**src/smm_pkg.sv**
```systemverilog
// shared types and constants for the small matrix multiply block
// no dependencies
`default_nettype none

package smm_pkg;

    localparam int DATA_W    = 32;
    localparam int IDX_W     = 2;
    localparam int DIM_W     = 3;
    localparam int CFG_IDX_W = 2;
    localparam int FRAC_BITS = 16;
    localparam int PROD_W    = 2 * DATA_W;
    // room for the sum of up to seven full-width products
    localparam int ACC_W     = PROD_W + DIM_W;

    typedef enum logic [1:0] {
        OP_LOAD_LEFT  = 2'd0,
        OP_LOAD_RIGHT = 2'd1,
        OP_COMPUTE    = 2'd2
    } opcode_t;

    typedef enum logic [CFG_IDX_W-1:0] {
        CFG_ROWS_A    = 2'd0,
        CFG_INNER_DIM = 2'd1,
        CFG_COLS_B    = 2'd2
    } cfg_index_t;

    // command from controller to datapath
    typedef struct packed {
        logic             wr_left;
        logic             wr_right;
        logic             issue;
        logic             first;
        logic             last_k;
        logic             last_elem;
        logic [DIM_W-1:0] row;
        logic [DIM_W-1:0] col;
        logic [DIM_W-1:0] k;
    } smm_cmd_t;

endpackage

`default_nettype wire

```
**src/smm_ctrl.sv**
```systemverilog
// controller: dimension registers, request acceptance and the i/j/k sequencer
// depends on smm_pkg
`default_nettype none

module smm_ctrl
    import smm_pkg::*;
#(
    parameter int MAX_DIM = 4
)
(
    input  wire logic                 clk,
    input  wire logic                 rst_n,
    input  wire logic                 start,
    input  wire logic [1:0]           opcode,
    input  wire logic                 cfg_valid,
    input  wire logic [CFG_IDX_W-1:0] cfg_index,
    input  wire logic [DIM_W-1:0]     cfg_data,
    output logic                      cfg_ready,
    output logic                      busy,
    input  wire logic                 pipe_busy,
    output smm_cmd_t                  cmd
);

    typedef enum logic {
        ST_IDLE,
        ST_RUN
    } state_t;

    state_t           state_reg, state_next;
    logic [DIM_W-1:0] rows_a_reg, inner_dim_reg, cols_b_reg;
    logic [DIM_W-1:0] nr_reg, nc_reg, nk_reg;
    logic [DIM_W-1:0] nr_next, nc_next, nk_next;
    logic [DIM_W-1:0] i_reg, j_reg, k_reg;
    logic [DIM_W-1:0] i_next, j_next, k_next;
    logic             accept;
    logic             k_end, j_end, i_end;

    // zero counts as one, anything past the store size is clipped
    function automatic logic [DIM_W-1:0] eff_dim(input logic [DIM_W-1:0] d);
        logic [DIM_W-1:0] r;
        if (d == '0)
        begin
            r = DIM_W'(1);
        end
        else if (int'(d) > MAX_DIM)
        begin
            r = DIM_W'(MAX_DIM);
        end
        else
        begin
            r = d;
        end
        return r;
    endfunction

    assign cfg_ready = 1'b1;

    // dimension registers
    always_ff @(posedge clk or negedge rst_n)
    begin
        if (!rst_n)
        begin
            rows_a_reg    <= DIM_W'(3);
            inner_dim_reg <= DIM_W'(3);
            cols_b_reg    <= DIM_W'(3);
        end
        else if (cfg_valid && cfg_ready)
        begin
            case (cfg_index)
                CFG_ROWS_A:    rows_a_reg    <= cfg_data;
                CFG_INNER_DIM: inner_dim_reg <= cfg_data;
                CFG_COLS_B:    cols_b_reg    <= cfg_data;
                default:       ;
            endcase
        end
    end

    assign busy   = (state_reg == ST_RUN) || pipe_busy;
    assign accept = start && !busy;

    assign k_end = (k_reg == nk_reg - DIM_W'(1));
    assign j_end = (j_reg == nc_reg - DIM_W'(1));
    assign i_end = (i_reg == nr_reg - DIM_W'(1));

    // sequencer next state
    always_comb
    begin
        state_next = state_reg;
        nr_next    = nr_reg;
        nc_next    = nc_reg;
        nk_next    = nk_reg;
        i_next     = i_reg;
        j_next     = j_reg;
        k_next     = k_reg;
        case (state_reg)
            ST_IDLE:
            begin
                if (accept && opcode == OP_COMPUTE)
                begin
                    state_next = ST_RUN;
                    nr_next    = eff_dim(rows_a_reg);
                    nc_next    = eff_dim(cols_b_reg);
                    nk_next    = eff_dim(inner_dim_reg);
                    i_next     = '0;
                    j_next     = '0;
                    k_next     = '0;
                end
            end
            ST_RUN:
            begin
                if (!k_end)
                begin
                    k_next = k_reg + DIM_W'(1);
                end
                else
                begin
                    k_next = '0;
                    if (!j_end)
                    begin
                        j_next = j_reg + DIM_W'(1);
                    end
                    else
                    begin
                        j_next = '0;
                        if (!i_end)
                        begin
                            i_next = i_reg + DIM_W'(1);
                        end
                        else
                        begin
                            state_next = ST_IDLE;
                        end
                    end
                end
            end
            default:
            begin
                state_next = ST_IDLE;
            end
        endcase
    end

    // state and loop counters
    always_ff @(posedge clk or negedge rst_n)
    begin
        if (!rst_n)
        begin
            state_reg <= ST_IDLE;
            nr_reg    <= DIM_W'(1);
            nc_reg    <= DIM_W'(1);
            nk_reg    <= DIM_W'(1);
            i_reg     <= '0;
            j_reg     <= '0;
            k_reg     <= '0;
        end
        else
        begin
            state_reg <= state_next;
            nr_reg    <= nr_next;
            nc_reg    <= nc_next;
            nk_reg    <= nk_next;
            i_reg     <= i_next;
            j_reg     <= j_next;
            k_reg     <= k_next;
        end
    end

    // command to the datapath
    always_comb
    begin
        cmd           = '0;
        cmd.wr_left   = accept && (opcode == OP_LOAD_LEFT);
        cmd.wr_right  = accept && (opcode == OP_LOAD_RIGHT);
        cmd.issue     = (state_reg == ST_RUN);
        cmd.first     = (k_reg == '0);
        cmd.last_k    = k_end;
        cmd.last_elem = k_end && j_end && i_end;
        cmd.row       = i_reg;
        cmd.col       = j_reg;
        cmd.k         = k_reg;
    end

endmodule

`default_nettype wire

```
**src/smm_datapath.sv**
```systemverilog
// datapath: operand stores, multiplier, accumulator and output register
// depends on smm_pkg
`default_nettype none

module smm_datapath
    import smm_pkg::*;
#(
    parameter int MAX_DIM = 4
)
(
    input  wire logic                     clk,
    input  wire logic                     rst_n,
    input  wire smm_cmd_t                 cmd,
    input  wire logic [IDX_W-1:0]         row_index,
    input  wire logic [IDX_W-1:0]         col_index,
    input  wire logic signed [DATA_W-1:0] element_value,
    output logic                          pipe_busy,
    output logic                          out_valid,
    output logic [IDX_W-1:0]              out_row,
    output logic [IDX_W-1:0]              out_col,
    output logic signed [DATA_W-1:0]      out_value,
    output logic                          saturated,
    output logic                          last
);

    localparam int DEPTH  = MAX_DIM * MAX_DIM;
    localparam int ADDR_W = (DEPTH > 1) ? $clog2(DEPTH) : 1;
    localparam int HI_LSB = FRAC_BITS + DATA_W - 1;

    logic [DATA_W-1:0]        left_mem  [DEPTH];
    logic [DATA_W-1:0]        right_mem [DEPTH];

    logic                     wr_in_range;
    logic [ADDR_W-1:0]        wr_addr, left_rd_addr, right_rd_addr;

    logic signed [DATA_W-1:0] a_rd_reg, b_rd_reg;
    logic                     s1_valid_reg, s1_first_reg, s1_last_k_reg, s1_last_elem_reg;
    logic [DIM_W-1:0]         s1_row_reg, s1_col_reg;

    logic signed [PROD_W-1:0] prod_reg;
    logic                     s2_valid_reg, s2_first_reg, s2_last_k_reg, s2_last_elem_reg;
    logic [DIM_W-1:0]         s2_row_reg, s2_col_reg;

    logic signed [ACC_W-1:0]  acc_reg;
    logic                     done_reg, done_last_reg;
    logic [DIM_W-1:0]         done_row_reg, done_col_reg;

    logic [ACC_W-HI_LSB-1:0]  acc_hi;
    logic                     acc_fits;
    logic [DATA_W-1:0]        sat_value;

    logic                     out_valid_reg, out_sat_reg, out_last_reg;
    logic [DIM_W-1:0]         out_row_reg, out_col_reg;
    logic [DATA_W-1:0]        out_value_reg;

    function automatic logic [ADDR_W-1:0] addr_of(input logic [DIM_W-1:0] r,
                                                  input logic [DIM_W-1:0] c);
        return ADDR_W'(int'(r) * MAX_DIM + int'(c));
    endfunction

    // store addressing
    assign wr_in_range   = (int'(row_index) < MAX_DIM) && (int'(col_index) < MAX_DIM);
    assign wr_addr       = addr_of(DIM_W'(row_index), DIM_W'(col_index));
    assign left_rd_addr  = addr_of(cmd.row, cmd.k);
    assign right_rd_addr = addr_of(cmd.k, cmd.col);

    // operand stores, one write and one registered read each
    always_ff @(posedge clk)
    begin
        if (cmd.wr_left && wr_in_range)
        begin
            left_mem[wr_addr] <= element_value;
        end
        if (cmd.wr_right && wr_in_range)
        begin
            right_mem[wr_addr] <= element_value;
        end
        if (cmd.issue)
        begin
            a_rd_reg <= left_mem[left_rd_addr];
            b_rd_reg <= right_mem[right_rd_addr];
        end
    end

    // pipeline control bits
    always_ff @(posedge clk or negedge rst_n)
    begin
        if (!rst_n)
        begin
            s1_valid_reg  <= 1'b0;
            s2_valid_reg  <= 1'b0;
            done_reg      <= 1'b0;
            out_valid_reg <= 1'b0;
        end
        else
        begin
            s1_valid_reg  <= cmd.issue;
            s2_valid_reg  <= s1_valid_reg;
            done_reg      <= s2_valid_reg && s2_last_k_reg;
            out_valid_reg <= done_reg;
        end
    end

    // tags travelling with the operands, multiply, accumulate
    always_ff @(posedge clk)
    begin
        s1_first_reg     <= cmd.first;
        s1_last_k_reg    <= cmd.last_k;
        s1_last_elem_reg <= cmd.last_elem;
        s1_row_reg       <= cmd.row;
        s1_col_reg       <= cmd.col;

        prod_reg         <= a_rd_reg * b_rd_reg;
        s2_first_reg     <= s1_first_reg;
        s2_last_k_reg    <= s1_last_k_reg;
        s2_last_elem_reg <= s1_last_elem_reg;
        s2_row_reg       <= s1_row_reg;
        s2_col_reg       <= s1_col_reg;

        if (s2_valid_reg)
        begin
            if (s2_first_reg)
            begin
                acc_reg <= ACC_W'(prod_reg);
            end
            else
            begin
                acc_reg <= acc_reg + ACC_W'(prod_reg);
            end
            done_row_reg  <= s2_row_reg;
            done_col_reg  <= s2_col_reg;
            done_last_reg <= s2_last_elem_reg;
        end
    end

    // drop the fraction and clip to 32 bits
    assign acc_hi    = acc_reg[ACC_W-1:HI_LSB];
    assign acc_fits  = (&acc_hi) || !(|acc_hi);
    assign sat_value = acc_fits ? acc_reg[HI_LSB:FRAC_BITS]
                     : (acc_reg[ACC_W-1] ? {1'b1, {(DATA_W-1){1'b0}}}
                                         : {1'b0, {(DATA_W-1){1'b1}}});

    // output register
    always_ff @(posedge clk)
    begin
        if (done_reg)
        begin
            out_value_reg <= sat_value;
            out_sat_reg   <= !acc_fits;
            out_row_reg   <= done_row_reg;
            out_col_reg   <= done_col_reg;
            out_last_reg  <= done_last_reg;
        end
    end

    assign pipe_busy = s1_valid_reg || s2_valid_reg || done_reg;
    assign out_valid = out_valid_reg;
    assign out_row   = out_row_reg[IDX_W-1:0];
    assign out_col   = out_col_reg[IDX_W-1:0];
    assign out_value = out_value_reg;
    assign saturated = out_sat_reg;
    // final mark only shows alongside the strobe
    assign last      = out_last_reg && out_valid_reg;

endmodule

`default_nettype wire

```
**src/small_matrix_multiply.sv**
```systemverilog
// Fixed-point (signed Q16.16) product of a left matrix (rows_a x inner_dim) and a right
// matrix (inner_dim x cols_b), each dimension at most MAX_DIM. A request is taken when
// start is high and busy is low. A load request writes one element; the block is ready
// again in the next cycle. A compute request holds busy while it runs: one
// multiply-accumulate unit takes one product per cycle, with a four-stage path (store
// read, multiply, accumulate, output register). Each result element appears on the result
// ports for exactly one cycle with out_valid high, in row-major order, last marking the
// final one; the receiver cannot stall and must take each result as it comes. The final
// result appears in the same cycle that busy drops. Stores are not cleared by reset;
// elements must be loaded before use.
// Depends on smm_pkg, smm_ctrl and smm_datapath.
`default_nettype none

module small_matrix_multiply
    import smm_pkg::*;
#(
    parameter int MAX_DIM = 4
)
(
    input  wire logic                     clk,
    input  wire logic                     rst_n,
    input  wire logic                     start,
    output logic                          busy,
    input  wire logic [1:0]               opcode,
    input  wire logic [IDX_W-1:0]         row_index,
    input  wire logic [IDX_W-1:0]         col_index,
    input  wire logic signed [DATA_W-1:0] element_value,
    input  wire logic                     cfg_valid,
    output logic                          cfg_ready,
    input  wire logic [CFG_IDX_W-1:0]     cfg_index,
    input  wire logic [DIM_W-1:0]         cfg_data,
    output logic                          out_valid,
    output logic [IDX_W-1:0]              out_row,
    output logic [IDX_W-1:0]              out_col,
    output logic signed [DATA_W-1:0]      out_value,
    output logic                          saturated,
    output logic                          last
);

    smm_cmd_t cmd;
    logic     pipe_busy;

    // sequencer and dimension registers
    smm_ctrl #(
        .MAX_DIM (MAX_DIM)
    ) u_ctrl (
        .clk       (clk),
        .rst_n     (rst_n),
        .start     (start),
        .opcode    (opcode),
        .cfg_valid (cfg_valid),
        .cfg_index (cfg_index),
        .cfg_data  (cfg_data),
        .cfg_ready (cfg_ready),
        .busy      (busy),
        .pipe_busy (pipe_busy),
        .cmd       (cmd)
    );

    // stores and multiply-accumulate path
    smm_datapath #(
        .MAX_DIM (MAX_DIM)
    ) u_datapath (
        .clk           (clk),
        .rst_n         (rst_n),
        .cmd           (cmd),
        .row_index     (row_index),
        .col_index     (col_index),
        .element_value (element_value),
        .pipe_busy     (pipe_busy),
        .out_valid     (out_valid),
        .out_row       (out_row),
        .out_col       (out_col),
        .out_value     (out_value),
        .saturated     (saturated),
        .last          (last)
    );

endmodule

`default_nettype wire

```
**config.mk**
```make
export PLATFORM = sky130hd
export DESIGN_NAME = small_matrix_multiply
export DESIGN_NICKNAME = d
export VERILOG_FILES = /design/src/smm_pkg.sv /design/src/smm_ctrl.sv /design/src/smm_datapath.sv /design/src/small_matrix_multiply.sv
export SDC_FILE = /design/constraint.sdc
export NUM_CORES = 2
export LEC_CHECK = 0
export ABC_AREA = 1
export CORE_UTILIZATION = 65
export CTS_BUF_LIST = sky130_fd_sc_hd__clkbuf_4
export DETAILED_ROUTE_END_ITERATION = 6
export DONT_BUFFER_PORTS = 1
export PLACE_DENSITY = 0.81
export SYNTH_ARGS = -nofsm -noshare
export SYNTH_HDL_FRONTEND = slang
export SYNTH_SLANG_ARGS = --single-unit
```
**constraint.sdc**
```tcl
create_clock -name clk -period 20.6 [get_ports clk]
set_input_delay 2.06 -clock clk [delete_from_list [all_inputs] [get_ports clk]]
set_output_delay 2.06 -clock clk [all_outputs]
set_load 0.02 [all_outputs]
```
==> metrics.md <==
| Metric | Value |
|---|---|
| Run status | `finished, final reports clean` |
| Slew Viols, Final | `0` |
| Synth Warn # | `0` |
| Largest cells by area after synthesis | `edfxtp_1, fa_1, nand2_1` |
| Vias per inst | `5.94` |
| FFs w/ async S/R, synth | `0.0245` |
| Critical path class | `flip-flop to flip-flop` |
| Pin count of the biggest net entering global routing | `169` |
| Hold_ws | `0.314 ns` |
| FF/Latch Area | `38400 um2` |
| Endpoints failing hold | `0` |
| Via count | `68.4k` |
| DRC violations left | `0` |
| Fin crit period | `8.70 ns` |
| Rel. slew slack | `0.102` |
| GRT Util Overall | `0.373` |
| Clk buf depth | `4` |
| Setup repair bufs after CTS | `0` |
| Die height | `379 um` |
| Clk_lat worst skew | `1.35 ns` |
| Drt initial violations | `7210` |
| Layout cell share with drive strength beyond 1 | `0.0758` |
| Die ar. | `144000 um2` |
| FMAX | `0.115 GHz` |
| Number of max-cap violations | `0` |
| Main synth FF type | `edfxtp_1` |
| Slew @ Worst Pin | `1.35 ns` |
| DR WL/cell | `22.8 um` |
| Post-synth EDFFs | `1198` |
| Worst vdd ir | `0.0000881 V` |
| Final ANT Viol Nets | `0` |
| Final worst path period share | `0.422` |
| Htree depth | `5` |
| Core Box Area | `141000 um2` |
| Post-synthesis cell area | `92500 um2` |
| Yosys top cell area share | `0.389` |
| Post-detail-place hpwl | `184000 um` |
| Avg Inst Size Synth | `9.90 um2` |
| Clk_skew | `0.154 ns` |
| Global route overflow | `0` |
| WL final | `262000 um` |
| Pre-Repair DR Iteration Count | `6` |
| RePlAce Congestion | `1.03` |
| Distinct cells, synth | `52` |
| Die X | `379 um` |
| Setup TNS | `0 ns` |
| Critical path endpoint category | `flip-flop` |
| P&R area growth vs syn | `6.41%` |
| Multi-input logic area | `45700 um2` |
| Synthesis-stage register bit count | `1308` |
| Effective utilization at floorplan | `0.654` |
| CTS clk-pin slew, worst paths | `0.07 ns` |
| Largest area contributor in the netlist | `edfxtp_1` |
| First-pass GRT wire length | `401000 um` |
| TritonCTS clock tree | `done` |
| Worst Setup Start Kind | `flip-flop` |
| RSZ-0062 raised after global routing | `no` |
| Ports | `88` |
| Number of global-route vias before repair | `70.7k` |
| Sink Count | `1308` |
| Port Buffers | `0` |
| Std-Cell Rows | `138` |
| Post-Synthesis Cells | `9344` |
| Num CTS Buffers | `342` |
| WP data required | `21.69 ns` |
| Initial antenna violation count | `7` |
| Seq/Total Area, Yosys | `0.415` |
| Final setup violation count | `0` |
| WP data arrival | `9.80 ns` |
| Resize count post-CTS | `0` |
| Hold-fix buffers at CTS | `0` |
| Hold crit path type | `flip-flop to flip-flop` |
| Filler cells | `10.4k` |
| Power per cell area | `51.1 nW/um2` |
| Leakage | `45.3 nW` |
| Post-Syn Nets | `10.7k` |
| Root Driver | `clkbuf_4` |
| CP max FO | `32` |
| Final net count | `10.8k` |
## through the flow
step	area, um2	instances	util	worst slack [ns]	power, mW
finish	98400	11500	0.696	11.90	5.03
floorplan	92500	9344	-	13.30	2.96
global placement	94400	10900	0.668	12.19	2.96
global route	98400	11500	0.696	11.41	5.19
detailed placement	94400	10900	0.668	12.05	2.96
CTS	98400	11500	0.696	11.96	5.06
## cell families (layout without fill, tap and decap cells)
group / count (synthesis) / in the layout / share of synthesized area
buffers and inverters: 2285 / 2545 / 0.0936
AND/OR/NAND/NOR: 3122 / 3122 / 0.134
flip-flops: 1308 / 1308 / 0.415
multiplexers: 82 / 82 / 0.00888
AO/OA/AOI/OAI: 1126 / 1126 / 0.0719
other: 1 / 8 / 0.0000406
adder cells (fa/ha/maj): 1342 / 1342 / 0.270
XOR/XNOR: 78 / 78 / 0.00739
## Yosys cell counts (8+ instances only)
cell and n:
nor3_1 40, nand2_1 1886, edfxtp_1 1198, nor4_1 15, o221ai_1 155, nor2_1 862, o32ai_1 29, dfxtp_1 78
xnor2_1 29, o211ai_1 28, dfstp_2 9, nand2_2 8, dfrtp_1 23, a21o_1 8, xor2_1 49, o21ai_0 591
mux2i_1 82, nand4_1 37, nand3b_1 23, nand3_1 209, ha_1 259, o21bai_1 30, buf_4 8, inv_1 1864
a21oi_1 167, fa_1 1083, buf_2 34, o21ai_1 19, or2_2 30, o22ai_1 72, a31oi_1 9, clkbuf_1 359
buf_1 14
## worst paths after layout
check                                          from  slack, ns  cells past startpoint                        to
setup / recovery             u_datapath.b_rd_reg[5]      11.90                     27   u_datapath.prod_reg[63]
hold / removal             u_datapath.s1_col_reg[0]       0.31                      0  u_datapath.s2_col_reg[0]
setup reg to reg             u_datapath.b_rd_reg[5]      11.90                     27   u_datapath.prod_reg[63]
hold reg to reg            u_datapath.s1_col_reg[0]       0.31                      0  u_datapath.s2_col_reg[0]
max in group asynchronous                     rst_n      19.93                      0      u_ctrl.rows_a_reg[0]
min in group asynchronous                     rst_n       0.45                      0          u_ctrl.nk_reg[2]
## cell type report
cell class	instances	share of cell area
diodes	7	0.000178
clock buffers	470	0.0359
clock inverters	81	0.00411
inverters	1869	0.0714
multi-input cells	5751	0.465
flip-flops and latches	1308	0.390
well taps	1890	0.0240
repair buffers	125	0.00966
## critical path: stages (launching register included)
cell	delay [ns]
edfxtp_1	1.21
nand2_1	0.33
inv_1	0.18
fa_1	0.40
inv_1	0.24
fa_1	0.46
inv_1	0.22
fa_1	0.50
inv_1	0.09
fa_1	0.55
inv_1	0.51
fa_1	0.54
fa_1	0.55
inv_1	0.05
fa_1	0.47
inv_1	0.05
fa_1	0.45
ha_1	0.39
inv_1	0.09
o21ai_0	0.24
a21oi_1	0.10
o21ai_0	0.33
nand2_1	0.07
and2_1	0.14
nand3_1	0.15
inv_1	0.06
nand2_1	0.06
nand2_1	0.05
## per-layer routing
layer | vias up | global-route usage | part of all wire
li1 | 29800 | - | -
met1 | 33700 | 0.475 | 0.37
met2 | 4052 | 0.611 | 0.48
met3 | 842 | 0.0747 | 0.099
met4 | 2 | 0.183 | 0.051
met5 | - | 0 | 0.000050
## power by group
part           leakage (nW)  total [mW]  switching (mW)  internal, mW
Clock                  2.37        2.13            1.05          1.08
Combinational          30.9     0.00677         0.00480       0.00194
Sequential             12.0        2.89         0.00171          2.89
Total                  45.3        5.03            1.06          3.98
## cell usage in the layout (no fill, tap or decap), types with 82 or more instances in the layout
master	synthesis	final
inv_1	1864	1861
ha_1	259	257
nand3_1	209	209
buf_4	8	124
edfxtp_1	1198	1198
mux2i_1	82	82
clkbuf_4	1	470
nand2_1	1886	1885
o21ai_0	591	591
a21oi_1	167	167
o221ai_1	155	155
fa_1	1083	1083
nor2_1	862	830
No activity file was read; power rests on OpenSTA's default activity.
